### src/sv/ple_pkg.sv
`timescale 1ns / 1ps
// ----------------------------------------------------------------------------
// Positional list engine package
// Field widths, request and status codes, and the controller/datapath
// command and status bundles.
// ----------------------------------------------------------------------------
package ple_pkg;

	// field widths
	localparam int KW = 2;
	localparam int PW = 5;
	localparam int VW = 32;
	localparam int SW = 2;

	// default list capacity
	localparam int CAPACITY_DEF = 16;

	// request kinds
	localparam logic [KW-1:0] K_INSERT = 2'd0;
	localparam logic [KW-1:0] K_DELETE = 2'd1;
	localparam logic [KW-1:0] K_LOCATE = 2'd2;

	// result status codes
	localparam logic [SW-1:0] ST_OK     = 2'd0;
	localparam logic [SW-1:0] ST_FULL   = 2'd1;
	localparam logic [SW-1:0] ST_EMPTY  = 2'd2;
	localparam logic [SW-1:0] ST_BADPOS = 2'd3;

	// controller to datapath
	typedef struct packed {
		logic load;    // capture request, check it, set up the walk
		logic walk;    // one step of the entry walk
		logic put;     // write the inserted value
		logic finish;  // commit length, load the output register
	} cmd_t;

	// datapath to controller
	typedef struct packed {
		logic walk_done;   // no reads left, or locate hit
		logic put_needed;  // accepted insert
		logic out_free;    // output register can take a beat
	} sts_t;

endpackage

### src/sv/ple_ctrl.sv
`timescale 1ns / 1ps
// ----------------------------------------------------------------------------
// Positional list engine controller
// Sequences accept, entry walk, insert write and result hand-off.
// ----------------------------------------------------------------------------
module ple_ctrl import ple_pkg::*; (
	input  logic clk,
	input  logic arst_n,
	input  logic in_valid,
	output logic in_ready,
	input  sts_t sts,
	output cmd_t cmd
);

	typedef enum logic [3:0] {
		S_IDLE = 4'b0001,
		S_WALK = 4'b0010,
		S_PUT  = 4'b0100,
		S_DONE = 4'b1000
	} state_t;

	state_t state_q, state_d;

	// next state and commands
	always_comb begin
		state_d  = state_q;
		cmd      = '0;
		in_ready = 1'b0;
		case (state_q)
			S_IDLE: begin
				in_ready = 1'b1;
				if (in_valid) begin
					cmd.load = 1'b1;
					state_d  = S_WALK;
				end
			end
			S_WALK: begin
				cmd.walk = 1'b1;
				if (sts.walk_done) begin
					state_d = sts.put_needed ? S_PUT : S_DONE;
				end
			end
			S_PUT: begin
				cmd.put = 1'b1;
				state_d = S_DONE;
			end
			S_DONE: begin
				if (sts.out_free) begin
					cmd.finish = 1'b1;
					state_d    = S_IDLE;
				end
			end
			default: begin
				state_d = S_IDLE;
			end
		endcase
	end

	always_ff @(posedge clk or negedge arst_n) begin
		if (!arst_n) begin
			state_q <= S_IDLE;
		end else begin
			state_q <= state_d;
		end
	end

endmodule

### config.mk
export PLATFORM = sky130hd
export DESIGN_NAME = ple_ctrl
export DESIGN_NICKNAME = d
export VERILOG_FILES = /design/src/sv/ple_pkg.sv /design/src/sv/ple_ctrl.sv
export SDC_FILE = /design/constraint.sdc
export NUM_CORES = 1
export LEC_CHECK = 0
export ABC_CLOCK_PERIOD_IN_PS = 1450
export BUFFER_PORTS_ARGS = -buffer_cell sky130_fd_sc_hd__buf_2
export CAP_MARGIN = 20
export CORE_AREA = 2 2 39 41
export DETAILED_ROUTE_END_ITERATION = 7
export DIE_AREA = 0 0 41 43
export GPL_TIMING_DRIVEN = 0
export SETUP_SLACK_MARGIN = 0.2
export SLEW_MARGIN = 25
export SYNTH_ARGS = -nofsm -noshare
export SYNTH_HDL_FRONTEND = slang
export SYNTH_SLANG_ARGS = --single-unit
### constraint.sdc
create_clock -name clk -period 1.45 [get_ports clk]
set_clock_uncertainty 0.05 [all_clocks]
set_input_delay 0 -clock clk [delete_from_list [all_inputs] [get_ports clk]]
set_output_delay 0 -clock clk [all_outputs]
set_load 0.01 [all_outputs]
### Yosys cells after proc, flatten, opt, wreduce, memory -nomap -nowiden

Index checks and enable logic that the tools add are counted.
W data, S select, Z words.

| word-level totals | value |
|---|---|
| flip-flop bits (word level) | 4 |
| bits of input ports | 6 |
| output and inout bits | 5 |
| logic and storage cells | 21 |

| cells by class | value |
|---|---|
| eq/ne operators | 7 |
| multiplexer cells | 12 |
| reductions and logical operators | 1 |

Operator list:

| kind | count |
|---|---|
| $mux W4 | 4 |
| $pmux W4 S4 | 1 |
| $mux W1 | 7 |
| $ne A2 B2 Y1 const B | 3 |
| $eq A4 B1 Y1 const B | 1 |
| $eq A4 B2 Y1 const B | 1 |
| $eq A4 B3 Y1 const B | 1 |
| $eq A4 B4 Y1 const B | 1 |
| $reduce_and A3 Y1 | 1 |

### Longest topological paths before layout

Gate-level depths: netlist of the first run.

| depth | value |
|---|---|
| word-level depth | 3 |
| mapped depth | 3 |
| mapped depth without buffers | 3 |

### Worst setup path before layout of the first run

OpenSTA, ideal clock, no wires.

| path | value |
|---|---|
| path type | flip-flop to flip-flop |
| from | register state_q[0] |
| to | register state_q[3] |
| setup time | 0.133 ns |
| data arrival time | 1.259 ns |
| required time | 1.267 ns |
| setup slack | 0.008 ns |
| stages on the path, launching flop included | 4 |
| buffers on the path | 0 |
| period minus slack after synthesis | 1.442 ns |
| cell sequence | dfstp_2 > nor4b_2 > nor2b_1 > o31ai_1 |

| between the ends | value |
|---|---|
| cells in the longest elaborated chain, start to end | 3 |
| elaborated cells between the ends (all ways) | 9 |
| those cells by class | eq/ne (7); mux (1); reduce/logical (1) |

RTL lines:

| element | line | RTL |
|---|---|---|
| start, declared | ple_ctrl.sv:22 | `state_t state_q, state_d;` |
| start signal, assigned | ple_ctrl.sv:63 | `state_q <= state_d;` |
| $eq A4 B2 Y1, or another cell as far along | ple_ctrl.sv:29 | `case (state_q)` |
| $ne A2 B2 Y1 (no line) | -- |  |
| $reduce_and A3 Y1 (no line) | -- |  |

Several ways; a longest one is shown, not always the timed one.
A chain may end at the register's enable or synchronous reset.

### Worst setup path after layout of the first run

| path | value |
|---|---|
| from | register state_q[1] |
| to | register state_q[3] |

The elaborated chain is that of the path after synthesis.

==> flow_summary.toml, run 1 <==
[run_status]
outcome = "completed"

[placed_design]
place_area_um2 = 356.6
io_buffers = 10
post-dp-hpwl_um = 478.7
place_congestion = 0.6962

[synth]
ys_warn_count = 0
ys_seq_area_frac = 0.3803
synth_cell_types = 19
synthesis.nets = 31
synthCells = 25
synth-seq-cells = 4
synth_area_per_cell_um2 = 10.66
netlist_area_um2 = 266.5

[run]
cap_violations = 0

[clock_tree]
cts_buffers = 3
htree_levels = 1
clk_path_buf_depth = 2
clock_sinks = 4
clk_pin_slew_ns = 0.04
cts_tree = "done"
cts-root-buf = "clkbuf_4"
clock_latency_ns = 0.24

[detailed_routing]
final_antenna_net_count = 0
drc_errors = 0
vias = 285
wl_per_cell_um = 11.98
drtIter0Drc = 1
via_per_inst = 4.524
totalWireLength_um = 755
first_pass_iters = 4

[worst_setup_path]
cp_data_arrival_time_ns = 1.51
rr_endpoint = "state_q[3]"
crit_chain = "or3b_4 -> a211oi_4 -> o31ai_1"
critPathCapture = "state_q[3]"
start_kind = "flip-flop"
worstSetupEndpointType = "flip-flop"
r2r_slack_ns = 0.006
crit_start = "state_q[1]"
rr_startpoint = "state_q[1]"
critPathMaxFanout = 6
required_ns = 1.52
crit_path_max_incr_delay_ns = 0.46
crit_type = "reg2reg"
critPathBufInv = 0
slowest_stage = "dfrtp_2"
critPathTopFamily = "flip-flops"
cp_num_cells = 3
r2r_cells = 3

[sta]
fin_crit_sh = 0.9961
max_slew_margin = 0.8041
maxSlewViolCount = 0
rsz0062_at_grt = "yes"
fin_crit_ns = 1.444
tightest_slew_ns = 0.2927
max_freq_ghz = 0.6923
setup_viol = 0
hold_viol = 0

[die]
initial_core_util = 0.1926
core_area_um2 = 1384
ios = 11
die-area_um2 = 1763
num_rows = 14
fp.dieW_um = 41
die_h_um = 43

[global_route]
overflow = 0
grt_use_total = 0.09045
first_global_vias = 266
grt_pass1_wl_um = 1048
antenna_found_initial = 0
grt_max_degree = 8

[pwr]
peakVddDrop_v = 0.0005546
leakagePower_nw = 0.2102
power.density_nw_per_um2 = 1809
power_mw = 0.9098

[cells_and_area]
largestRegisters = "state_q: 4 flops"
drive_above_1_share = 0.6596
largest_register_ffs = 4
final_area_um2 = 503.0
antennaDiodeCount = 0
regMostFlops = "state_q"
layout.nets = 54
fin_util = 0.3635
area_delta_synth_final_pct = 88.73

[hold_path]
worstHoldPathType = "in2async"
metrics by stage:
| stage | instances | hold WS, ns | worst slack, ns | setup TNS, ns |
|---|---|---|---|---|
| 4_1_cts | 63 | 0.03894 | 0.01217 | 0 |
| 2_1_floorplan | 25 | -0.3456 | 0.09059 | 0 |
| 3_3_place_gp | 51 | -0.2464 | 0.004067 | 0 |
| 5_1_grt | 63 | 0.06790 | -0.05569 | -0.1923 |
| 6_report | 63 | 0.04954 | 0.005627 | 0 |
| 3_5_place_dp | 51 | -0.2423 | -0.01001 | -0.01647 |
area by class of cell:
type,instances,area (µm²)
Clock buffer,4,26.28
Tap cell,16,20.02
Timing Repair Buffer,18,141.4
Sequential cell,4,105.1
Multi-Input combinational cell,21,210.2
Fill cell,140,880.8
worst min path at each step:
stage / from / endpoint / slack, ns / depth (start not counted)
6_report: arst_n / state_q[2] / 0.05 / 2
5_1_grt: arst_n / state_q[1] / 0.07 / 2
4_1_cts: arst_n / state_q[2] / 0.04 / 2
3_5_place_dp: arst_n / state_q[2] / -0.24 / 1
3_3_place_gp: arst_n / state_q[2] / -0.25 / 1
2_1_floorplan: arst_n / state_q[1] / -0.35 / 0
placed cells by master, fill, tap and decap left out:
cell type / n
nand2_1: 1
and2_4: 1
or3b_1: 1
or3b_4: 1
buf_2: 8
clkbuf_4: 3
dfrtp_2: 3
o21bai_1: 1
buf_6: 5
nor3b_1: 1
nor3_1: 1
dfstp_2: 1
or3_1: 1
clkbuf_1: 1
o31ai_1: 1
and2_1: 1
nor4b_4: 2
nor4b_2: 2
nor2b_2: 1
nor2_1: 1
dlygate4sd3_1: 3
and2b_2: 1
o21ai_0: 1
nand2b_1: 1
o21a_1: 1
a211oi_4: 1
buf_4: 2
cells by family (layout without fill, tap and decap cells):
logic type | Yosys count | count (layout) | synth area share
flops | 4 | 4 | 0.3803
simple gates | 16 | 16 | 0.4695
compound gates | 5 | 5 | 0.1502
buf+inv | 0 | 22 | 0
routing by layer:
| layer | global-route usage | part of all wire |
|---|---|---|
| met1 | 0.1065 | 0.43 |
| met2 | 0.1313 | 0.53 |
| met3 | 0.03141 | 0.046 |
| met4 | 0.06000 | 0 |
| met5 | 0 | 0 |
worst reg2reg max path: stages (launching register included):
cell and delay (ns):
dfrtp_2 0.46, or3b_4 0.41, a211oi_4 0.30, o31ai_1 0.11
synth_stat cells, drive strengths merged:
master | n | share of area
nand2b | 1 | 0.023
o21a | 1 | 0.028
dfrtp | 3 | 0.28
nor4b | 4 | 0.18
nor3 | 1 | 0.019
o21ai | 1 | 0.019
a211oi | 1 | 0.047
or3 | 1 | 0.023
or3b | 2 | 0.066
nor2 | 1 | 0.014
o21bai | 1 | 0.028
nor3b | 1 | 0.028
nor2b | 1 | 0.023
and2 | 2 | 0.047
and2b | 1 | 0.033
nand2 | 1 | 0.014
dfstp | 1 | 0.099
o31ai | 1 | 0.028
power by group:
group	leakage, nW	switching, mW	internal [mW]
registers	0.0465	0.0708	0.163
clock network	0.0150	0.0534	0.104
logic	0.149	0.194	0.325
total	0.210	0.318	0.592
repair_timing:
item | CTS | global route
resized for setup | 2 | 9
pin swaps | 4 | 5
hold buffers | 3 | 0
endpoints found under the setup margin | 9 | 9
setup buffers | 5 | 0
endpoints found under the hold margin | 6 | 0
(Power assumes the default switching activity.)
==> run 2: changes to the inputs <==
Settings changed: BUFFER_PORTS_ARGS -buffer_cell sky130_fd_sc_hd__buf_2 to unset, DONT_BUFFER_PORTS set to 1.
==> flow_summary.toml, run 2 (synthesis gave the netlist of run 1 again) <==
[die]
die-area_um2 = 1763
ios = 11
num_rows = 14
initial_core_util = 0.1926
core_area_um2 = 1384
die_h_um = 43
fp.dieW_um = 41

[worst_setup_path]
r2r_slack_ns = -0.006
slowest_stage = "dfrtp_2"
critPathMaxFanout = 6
worstSetupEndpointType = "flip-flop"
cp_data_arrival_time_ns = 1.51
crit_chain = "or3b_4 -> a211oi_4 -> o31ai_1"
required_ns = 1.51
start_kind = "flip-flop"
crit_path_max_incr_delay_ns = 0.44
rr_startpoint = "state_q[3]"
crit_type = "reg2reg"
crit_start = "state_q[3]"

[clock_tree]
htree_levels = 1
cts-root-buf = "clkbuf_4"
cts_tree = "done"
clk_pin_slew_ns = 0.04
clock_latency_ns = 0.23
clk_path_buf_depth = 2
cts_buffers = 3
clock_sinks = 4

[cells_and_area]
final_cell_mix = "buf_4, dlygate4sd3_1, nor4b_4"
antennaDiodeCount = 0
stdcell_count = 59
largestRegisters = "state_q: 4 flops"
area_delta_synth_final_pct = 89.20
drive_above_1_share = 0.6047
fin_util = 0.3644
regMostFlops = "state_q"
mostFrequentLayoutCell = "buf_4"
largest_register_ffs = 4
layout.nets = 50
final_area_um2 = 504.2

[pwr]
leakagePower_nw = 0.1957
p_seq_frac = 0.266
clock_power_share = 0.173
peakVddDrop_v = 0.0009453
power_mw = 0.8764
switching_share = 0.3641
p_int_mw = 0.5573
p_switching_mw = 0.3191
power.density_nw_per_um2 = 1738
power_frac_comb = 0.561

[detailed_routing]
wl_per_cell_um = 13.75
vias = 268
drc_errors = 0
via_per_inst = 4.542
drtIter0Drc = 1
final_antenna_net_count = 0
totalWireLength_um = 811
first_pass_iters = 2

[sta]
max_slew_margin = 0.7427
hold_viol = 0
tightest_slew_ns = 0.3843
rsz0062_at_grt = "yes"
max_freq_ghz = 0.6868
maxSlewViolCount = 0
fin_crit_sh = 1.004
fin_setup_tns_ns = -0.01059
setup_viol = 2
finalWorstSetupSlack_ns = -0.005986
fin_crit_ns = 1.456

[run_status]
outcome = "complete, but fails checks"
violations = "negative setup slack"

[global_route]
grt_max_degree = 8
overflow = 0
grt_pass1_wl_um = 1159
antenna_found_initial = 0
first_global_vias = 270
grt_use_total = 0.09889

[placed_design]
place_congestion = 0.7050
dp.cells = 41
io_buffers = 0
place_area_um2 = 306.5

[hold_path]
worstHoldPathType = "in2reg"
min_from = "sts[1]"

[run]
cap_violations = 0
[run 2: cell types whose count changed in the layout (fill, tap and decap cells not counted), moves of 2 or more]
cell,change
buf_2,-8
dlygate4sd3_1,+2
nor4b_4,+2
buf_4,+7
buf_6,-5
nor4b_2,-2
[run 2: path summary, 6_finish.rpt]
path	endpoint	depth (start not counted)
max	state_q[3]	3
min	state_q[3]	3
max reg2reg	state_q[3]	3
min reg2reg	state_q[2]	3
max in group asynchronous	state_q[0]	2
min in group asynchronous	state_q[2]	2
[run 2: layout make-up]
| class | count | area (µm²) |
|---|---|---|
| repair buffers | 14 | 117.6 |
| well taps | 16 | 20.02 |
| flip-flops and latches | 4 | 105.1 |
| clock buffers | 4 | 26.28 |
| fillers | 152 | 879.6 |
| multi-input cells | 21 | 235.2 |
[run 2: power by group through the flow]
| stage | registers (mW) | logic [mW] | clock network [mW] |
|---|---|---|---|
| final | 0.233 | 0.492 | 0.152 |
| after global placement | 0.242 | 0.236 | 0 |
| after CTS | 0.229 | 0.319 | 0.158 |
| after floorplan | 0.227 | 0.208 | 0 |
| after detailed placement | 0.245 | 0.236 | 0 |
| after global routing | 0.237 | 0.527 | 0.169 |
[run 2: critical path, delay by kind of cell (launching register included)]
kind,cells,cell delay (ns)
compound gates,2,0.42
flops,1,0.44
simple gates,1,0.41
[run 2: stage by stage]
step | hold slack [ns] | setup WS [ns]
floorplan | -0.3456 | 0.09059
global placement | -0.3454 | -0.01270
detailed placement | -0.3455 | -0.01403
CTS | 0.007712 | -0.01320
global route | 0.06132 | -0.06710
finish | 0.009794 | -0.005986
[run 2: what timing repair did]
action	CTS	global route
hold endpoints to repair	8	0
setup endpoints to repair	6	8
gates resized for setup	1	9
setup buffers	3	6
hold buffers	5	0
pin swaps	5	8
[run 2: layer usage]
metal | GRT usage | vias to the layer above | part of all wire
met1 | 0.1209 | 129 | 0.43
li1 | - | 133 | -
met2 | 0.1406 | 6 | 0.53
met3 | 0.06806 | 0 | 0.046
met5 | 0 | - | 0
met4 | 0.02000 | 0 | 0
