`config.mk`:
```
export PLATFORM = sky130hd
export DESIGN_NAME = ple_datapath
export DESIGN_NICKNAME = d
export VERILOG_FILES = /design/src/sv/ple_pkg.sv /design/src/sv/ple_datapath.sv
export SDC_FILE = /design/constraint.sdc
export NUM_CORES = 1
export LEC_CHECK = 0
export ABC_AREA = 0
export CORE_MARGIN = 2
export CORE_UTILIZATION = 50
export DETAILED_ROUTE_END_ITERATION = 10
export DONT_BUFFER_PORTS = 1
export GPL_ROUTABILITY_DRIVEN = 1
export GPL_TIMING_DRIVEN = 0
export HOLD_SLACK_MARGIN = 0.05
export PLACE_DENSITY_LB_ADDON = 0.08
export SLEW_MARGIN = 20
export SYNTH_ARGS = -nofsm -noshare
export SYNTH_HDL_FRONTEND = slang
export SYNTH_SLANG_ARGS = --single-unit
```
`constraint.sdc`:
```
create_clock -name clk -period 4.25 [get_ports clk]
set_clock_uncertainty 0.15 [all_clocks]
set_input_delay 0.425 -clock clk [delete_from_list [all_inputs] [get_ports clk]]
set_output_delay 0.425 -clock clk [all_outputs]
set_load 0.05 [all_outputs]
```
`src/sv/ple_pkg.sv`:
```
`timescale 1ns / 1ps
// ----------------------------------------------------------------------------
// Positional list engine package
// Field widths, request and status codes, and the controller/datapath
// command and status bundles.
// ----------------------------------------------------------------------------
package ple_pkg;

	// field widths
	localparam int KW = 2;
	localparam int PW = 5;
	localparam int VW = 32;
	localparam int SW = 2;

	// default list capacity
	localparam int CAPACITY_DEF = 16;

	// request kinds
	localparam logic [KW-1:0] K_INSERT = 2'd0;
	localparam logic [KW-1:0] K_DELETE = 2'd1;
	localparam logic [KW-1:0] K_LOCATE = 2'd2;

	// result status codes
	localparam logic [SW-1:0] ST_OK     = 2'd0;
	localparam logic [SW-1:0] ST_FULL   = 2'd1;
	localparam logic [SW-1:0] ST_EMPTY  = 2'd2;
	localparam logic [SW-1:0] ST_BADPOS = 2'd3;

	// controller to datapath
	typedef struct packed {
		logic load;    // capture request, check it, set up the walk
		logic walk;    // one step of the entry walk
		logic put;     // write the inserted value
		logic finish;  // commit length, load the output register
	} cmd_t;

	// datapath to controller
	typedef struct packed {
		logic walk_done;   // no reads left, or locate hit
		logic put_needed;  // accepted insert
		logic out_free;    // output register can take a beat
	} sts_t;

endpackage

```
`src/sv/ple_datapath.sv`:
```
`timescale 1ns / 1ps
// ----------------------------------------------------------------------------
// Positional list engine datapath
// Entry memory, request checks, shift/search walk and output register.
// ----------------------------------------------------------------------------
module ple_datapath import ple_pkg::*; #(
	parameter int CAPACITY = CAPACITY_DEF
) (
	input  logic          clk,
	input  logic          arst_n,
	input  cmd_t          cmd,
	output sts_t          sts,
	input  logic [KW-1:0] kind,
	input  logic [PW-1:0] position,
	input  logic [VW-1:0] value,
	input  logic          rsp_ready,
	output logic          rsp_valid,
	output logic [SW-1:0] status,
	output logic [VW-1:0] removed_value,
	output logic [PW-1:0] found_position,
	output logic [PW-1:0] list_length
);

	localparam int CW = $clog2(CAPACITY + 1);
	localparam int AW = (CAPACITY > 1) ? $clog2(CAPACITY) : 1;
	localparam int XW = ((CW > PW) ? CW : PW) + 1;

	// entry store
	logic [VW-1:0] mem [CAPACITY];
	logic [VW-1:0] rdata_q;

	// request and walk registers
	logic [KW-1:0] kind_q;
	logic [VW-1:0] val_q;
	logic [AW-1:0] pos0_q;
	logic [SW-1:0] st_q;
	logic          ok_q;
	logic [CW-1:0] rem_q;
	logic [AW-1:0] rp_q;
	logic [AW-1:0] last_q;
	logic          pend_q;
	logic [VW-1:0] removed_q;
	logic [PW-1:0] found_q;
	logic [CW-1:0] count_q;

	// output register
	logic          ovld_q;
	logic [SW-1:0] o_status_q;
	logic [VW-1:0] o_removed_q;
	logic [PW-1:0] o_found_q;
	logic [PW-1:0] o_len_q;

	logic [XW-1:0] cnt_x, pos_x;
	logic [SW-1:0] ld_st;
	logic          ld_ok;
	logic [CW-1:0] ld_rem;
	logic [AW-1:0] ld_rp;
	logic          is_ins, is_del, is_loc;
	logic          hit, issue, we;
	logic [AW-1:0] waddr;
	logic [VW-1:0] wdata;
	logic [CW-1:0] nxt_cnt;

	assign cnt_x = XW'(count_q);
	assign pos_x = XW'(position);

	// request checks at accept
	always_comb begin
		ld_st  = ST_OK;
		ld_ok  = 1'b0;
		ld_rem = '0;
		ld_rp  = '0;
		case (kind)
			K_INSERT: begin
				if (cnt_x >= XW'(CAPACITY)) begin
					ld_st = ST_FULL;
				end else if (pos_x == '0 || pos_x > cnt_x + XW'(1)) begin
					ld_st = ST_BADPOS;
				end else begin
					ld_ok  = 1'b1;
					ld_rem = CW'(cnt_x - pos_x + XW'(1));
					ld_rp  = AW'(cnt_x - XW'(1));
				end
			end
			K_DELETE: begin
				if (count_q == '0) begin
					ld_st = ST_EMPTY;
				end else if (pos_x == '0 || pos_x > cnt_x) begin
					ld_st = ST_BADPOS;
				end else begin
					ld_ok  = 1'b1;
					ld_rem = CW'(cnt_x - pos_x + XW'(1));
					ld_rp  = AW'(pos_x - XW'(1));
				end
			end
			K_LOCATE: begin
				ld_rem = count_q;
			end
			default: begin
			end
		endcase
	end

	// walk step: insert reads downwards and writes one up, delete reads
	// upwards and writes one down, locate compares
	assign is_ins = (kind_q == K_INSERT);
	assign is_del = (kind_q == K_DELETE);
	assign is_loc = (kind_q == K_LOCATE);
	assign hit    = pend_q && is_loc && (rdata_q == val_q);
	assign issue  = cmd.walk && (rem_q != '0) && !hit;
	assign we     = cmd.put ||
		(cmd.walk && pend_q && (is_ins || (is_del && last_q != pos0_q)));
	assign waddr  = cmd.put ? pos0_q : (is_ins ? last_q + AW'(1) : last_q - AW'(1));
	assign wdata  = cmd.put ? val_q : rdata_q;

	always_comb begin
		nxt_cnt = count_q;
		if (ok_q && is_ins) begin
			nxt_cnt = count_q + CW'(1);
		end else if (ok_q && is_del) begin
			nxt_cnt = count_q - CW'(1);
		end
	end

	assign sts.walk_done  = ((rem_q == '0) && !pend_q) || hit;
	assign sts.put_needed = is_ins && ok_q;
	assign sts.out_free   = !ovld_q || rsp_ready;

	// memory, one write and one registered read a cycle
	always_ff @(posedge clk) begin
		if (we) begin
			mem[waddr] <= wdata;
		end
		if (issue) begin
			rdata_q <= mem[rp_q];
		end
	end

	// request and walk payload
	always_ff @(posedge clk) begin
		if (cmd.load) begin
			kind_q    <= kind;
			val_q     <= value;
			pos0_q    <= AW'(pos_x - XW'(1));
			st_q      <= ld_st;
			ok_q      <= ld_ok;
			rp_q      <= ld_rp;
			removed_q <= '0;
			found_q   <= '0;
		end else begin
			if (issue) begin
				rp_q   <= is_ins ? rp_q - AW'(1) : rp_q + AW'(1);
				last_q <= rp_q;
			end
			if (cmd.walk && pend_q && is_del && last_q == pos0_q) begin
				removed_q <= rdata_q;
			end
			if (cmd.walk && hit) begin
				found_q <= PW'(XW'(last_q) + XW'(1));
			end
		end
		if (cmd.finish) begin
			o_status_q  <= st_q;
			o_removed_q <= removed_q;
			o_found_q   <= found_q;
			o_len_q     <= PW'(nxt_cnt);
		end
	end

	// control state
	always_ff @(posedge clk or negedge arst_n) begin
		if (!arst_n) begin
			count_q <= '0;
			rem_q   <= '0;
			pend_q  <= 1'b0;
			ovld_q  <= 1'b0;
		end else begin
			if (cmd.load) begin
				rem_q  <= ld_rem;
				pend_q <= 1'b0;
			end else begin
				pend_q <= issue;
				if (issue) begin
					rem_q <= rem_q - CW'(1);
				end
			end
			if (cmd.finish) begin
				count_q <= nxt_cnt;
				ovld_q  <= 1'b1;
			end else if (rsp_ready) begin
				ovld_q <= 1'b0;
			end
		end
	end

	assign rsp_valid      = ovld_q;
	assign status         = o_status_q;
	assign removed_value  = o_removed_q;
	assign found_position = o_found_q;
	assign list_length    = o_len_q;

endmodule

```
* Yosys cells after proc, flatten, opt, wreduce, memory -nomap -nowiden
Memories as Yosys holds them, arrays and structs flattened. A register that Yosys moved wholly into a read port is not among the register bits.
Index checks and enable logic that the tools add are counted.
** Cells by class
- Add/sub/neg operators :: 13
- Mux-type cells :: 35
- Bitwise logic cells :: 1
- Reductions and logical operators :: 31
- Equality and inequality tests :: 7
- Order comparisons :: 3
** Operator list (count)
- $mux W5 :: 8
- $mux W4 :: 9
- $eq A32 B32 Y1 :: 1
- $mux W32 :: 1
- $sub A4 B1 Y4 const B :: 4
- $pmux W5 S3 :: 1
- $logic_and A1 B1 Y1 :: 13
- $add A5 B1 Y5 const B :: 2
- $logic_not A5 Y1 :: 2
- $sub A5 B1 Y5 const B :: 2
- $mux W1 :: 9
- $add A4 B1 Y4 const B :: 2
- $mux W2 :: 4
- $pmux W4 S2 :: 1
- $add A5 B1 Y6 const B :: 1
- $gt A5 B6 Y1 :: 1
- $logic_not A6 Y1 :: 1
- $logic_or A1 B1 Y1 :: 6
- $add A4 B1 Y5 const B :: 1
- $ge A5 B5 Y1 const B :: 1
- $gt A5 B5 Y1 :: 1
- $reduce_bool A5 Y1 :: 1
- $sub A5 B5 Y5 :: 1
- $eq A2 B1 Y1 const B :: 2
- 10 further kinds :: 15
** Storage, ports and cells
- Flip-flop bits (word level) :: 142
- Input bits :: 46
- RAM bits :: 512
- Logic and storage cells :: 108
- Output and inout port bits :: 48
- Memories kept :: 1
** Memory list
- mem :: words 16, width 32, rd ports 1, clocked after Yosys merged registers in 1, wr ports 1, RTL line ple_datapath.sv:29 : logic [VW-1:0] mem [CAPACITY];

* Longest topological paths before layout
- Depth after elaboration :: 7
- Depth in mapped cells :: 12
- Mapped depth without buffers :: 11

* Least setup slack after synthesis
No wires, ideal clock.
- Path kind :: flip-flop to flip-flop
- Start :: reg kind_q[0]
- End :: mem mem[15][0] (enable)
- Buffers on the path :: 1
- Path slack :: 371 ps
- Stages on the path, launching flop included :: 11
- Arrival time :: 3308 ps
- Path through :: edfxtp_1 buf_6 nor2_1 inv_1 ha_1 a21o_1 a21oi_1 xnor2_1 o21ai_0 nand2_1 nor2_1
** On the way
- Word-level cells in the longest chain between the ends :: 7
- Elaborated cells on any way between the ends :: 10
** RTL lines
- start, declared :: RTL line ple_datapath.sv:33 : logic [KW-1:0] kind_q;
- start signal, assigned :: RTL line ple_datapath.sv:142 : kind_q <= kind;
- $eq A2 B1 Y1 :: RTL line ple_datapath.sv:107 : assign is_del = (kind_q == K_DELETE);
- $logic_and A1 B1 Y1 :: RTL line ple_datapath.sv:112 : (cmd.walk && pend_q && (is_ins || (is_del && last_q != pos0_q)));
- $logic_or A1 B1 Y1 :: RTL line ple_datapath.sv:112
- $logic_and A1 B1 Y1 :: RTL line ple_datapath.sv:112
- $logic_or A1 B1 Y1 :: RTL line ple_datapath.sv:111 : assign we = cmd.put ||
- $mux W1 :: RTL line ple_datapath.sv:131 : if (we) begin
- $mux W1 (implied by the code) :: RTL line ple_datapath.sv:132 : mem[waddr] <= wdata;
- end, declared :: RTL line ple_datapath.sv:29
Parallel ways exist; a longest one is shown, timed or not.

* Final worst setup path
- Start :: reg kind_q[0]
- End :: mem mem[12][14] (enable)
The elaborated chain is that of the path after synthesis.

==> flow_metrics.env <==
export IMPL_root_buffer="clkbuf_16"
export IMPL_slew_violations=0
export IMPL_cp_end_kind="register"
export IMPL_n_antenna_cell=0
export IMPL_rsz0062_at_grt="false"
export IMPL_die_h_um=236
export IMPL_timing_hold_ws_ns=0.0715
export IMPL_cts_buffers=71
export IMPL_synthesis_area_mm2=0.0269
export IMPL_cts_tree="built"
export IMPL_cp_required_ns=4.40
export IMPL_io_pins=94
export IMPL_core_area_mm2=0.0535
export IMPL_cts_sinks=686
export IMPL_ys_warnings_count=0
export IMPL_final_antenna_net_count=0
export IMPL_viasPerCell=5.96
export IMPL_row_count=85
export IMPL_max_slew_margin_pct=26.4
export IMPL_status="finished clean"
export IMPL_critPathMaxFanout=16
export IMPL_ys_flop_type="edfxtp_1"
export IMPL_overflow=0
export IMPL_area_delta_synth_final_pct=17.0
export IMPL_hp_class="primary input to register"
export IMPL_fin_crit_ns=3.81
export IMPL_p_leak_nw=10.1
export IMPL_cp_startpoint="kind_q[0]$_DFFE_PP_"
export IMPL_synth_edf_count=637
export IMPL_synth_most_common_cell="edfxtp_1"
export IMPL_grt_usage_pct=24.1
export IMPL_dp_hpwl_um=41400
export IMPL_period_share_pct=89.5
export IMPL_cp_arrival_ns=3.95
export IMPL_vdd_drop_max_mv=0.389
export IMPL_startpoint_type="register"
export IMPL_grt_pass1_wl_um=94800
export IMPL_drt_pass1_iterations=5
export IMPL_power_density_mw_per_mm2=638
export IMPL_routed_wirelength_um=65400
export IMPL_antenna_found_initial=0
export IMPL_layout_drive_gt1_share_pct=25.6
export IMPL_initial_utilization_pct=50.3
export IMPL_finalWeightedCongestion=0.852
export IMPL_layout_setup_ws_ns=0.445
export IMPL_clkLatencyLatePin_ns=0.61
export IMPL_rr_startpoint="kind_q[0]$_DFFE_PP_"
export IMPL_grt_pass1_vias=13500
export IMPL_post_cts_repair_setup_buffers=0
export IMPL_grt_max_degree=52
export IMPL_syn_avg_cell_area_um2=20.9
export IMPL_design_final_nets=1512
export IMPL_ys_seq_elements=686
export IMPL_place_ws_ns=0.218
export IMPL_path_class="register to register"
export IMPL_synth_cell_types=50
export IMPL_synth_top_area_cell="edfxtp_1"
export IMPL_synth_nets=1365
export IMPL_hold_start="cmd[3]"
export IMPL_die_x_um=236
export IMPL_synthCells=1290
export IMPL_synth_area_top_cells="edfxtp_1, mux4_2, dfxtp_1, xnor2_1, mux2i_1"
export IMPL_fmax_mhz=263
export IMPL_synthArstFlopShare_pct=1.75
export IMPL_routed_via_count=13100
export IMPL_drt_initial_drc_count=1370
export IMPL_portBuffers=0
export IMPL_clk_path_buf_depth=3
export IMPL_hold_viol=0
export IMPL_cts_repair_resized=0
export IMPL_h_tree_depth=3
export IMPL_die_area_mm2=0.0557
export IMPL_synth_commonest_cells="edfxtp_1, mux4_2, nor2_1, xnor2_1, mux2i_1"
export IMPL_drc=0
export IMPL_wl_per_cell_um=29.8
export IMPL_maxCapViolCount=0
export IMPL_clk_pin_slew_worst_paths_ns=0.06
export IMPL_ctsHoldBuffers=42
export IMPL_ys_seq_area_share_pct=74.9
export IMPL_synth_top_area_share_pct=71.1
export IMPL_setup_tns_final_ns=0
export IMPL_power_mw=20.1
export IMPL_setup_viol=0
export IMPL_worst_pin_slew_ns=1.10
[through the flow]
step / cell area [µm²] / instances / utilization (%)
3_5_place_dp: 28700 / 2018 / 53.7
3_3_place_gp: 27800 / 1986 / 51.9
5_1_grt: 31500 / 2191 / 58.9
4_1_cts: 31500 / 2191 / 58.9
2_1_floorplan: 26900 / 1290 / -
6_report: 31500 / 2191 / 58.9
[worst max-delay path, cell delays in order, from the launching register on]
cell and delay [ns]:
edfxtp_1 0.38, buf_6 0.16, nor2_1 0.39, inv_1 0.21, ha_1 0.31, a21o_1 0.15, a21oi_1 0.17, xnor2_1 0.12
o21ai_0 0.27, nand2_1 0.31, nor2_4 0.44, buf_16 0.21, buf_12 0.20
[registers in the layout, summed over array words and instances, names as in the netlist, 2 cells and up]
register and cells:
mem 512, rdata_q 32, removed_q 32, removed_value 32
val_q 32, count_q 5, found_position 5, found_q 5
list_length 5, rem_q 5, last_q 4, pos0_q 4
rp_q 4, kind_q 2, st_q 2, status 2
[power by group]
part           leakage, nW  switching, mW  internal, mW  total (mW)
Combinational         2.69           2.79          2.07        4.86
Clock                 1.13           2.53          3.61        6.15
Sequential            6.31          0.511          8.57        9.08
[placed cells by master, fill, tap and decap left out, types with 13 or more instances in the layout]
master / count
edfxtp_1: 637
mux4_2: 160
clkbuf_16: 74
clkbuf_1: 51
xnor2_1: 46
nor2_1: 44
dlygate4sd3_1: 40
mux2i_1: 38
dfxtp_1: 37
mux2_2: 32
inv_1: 27
nand2_1: 26
ha_1: 25
buf_16: 25
buf_2: 20
xor2_1: 18
nor2_4: 16
clkbuf_8: 13
[metal layers]
layer,vias up,GRT usage [%],routed length (µm)
li1,5560,-,-
met1,6946,35.0,28700
met2,467,38.6,31500
met3,91,3.77,3970
met4,0,6.60,1290
met5,-,0,0
[final cells by class]
class | count | area [µm²]
Multi-Input combinational cell | 520 | 6510
Inverter | 27 | 101
Timing Repair Buffer | 74 | 1260
Tap cell | 696 | 871
Sequential cell | 686 | 20200
Clock buffer | 108 | 2110
Clock inverter | 23 | 205
Buffer | 57 | 256
Fill cell | 3878 | 22000
[path summary, 6_finish.rpt]
check,to,slack [ns],cells after the start
max reg2reg,mem[12][14]$_DFFE_PP_,0.44,12
min,kind_q[0]$_DFFE_PP_,0.07,1
max in group asynchronous,count_q[4]$_DFFE_PN0P_,3.33,1
min in group asynchronous,count_q[3]$_DFFE_PN0P_,0.16,1
max,mem[12][14]$_DFFE_PP_,0.44,12
min reg2reg,status[0]$_DFFE_PP_,0.27,0
[kinds of logic (layout without fill, tap and decap cells)]
kind of cell / Yosys count / after routing / share of synthesized area, %
simple gates: 141 / 141 / 2.58
xor+xnor: 64 / 64 / 2.08
buf+inv: 84 / 289 / 1.32
fa+ha+maj: 29 / 29 / 1.46
compound gates: 55 / 55 / 1.43
flops: 686 / 686 / 74.9
mux: 231 / 231 / 16.2
Note: power is estimated with default switching activity, not from simulation.
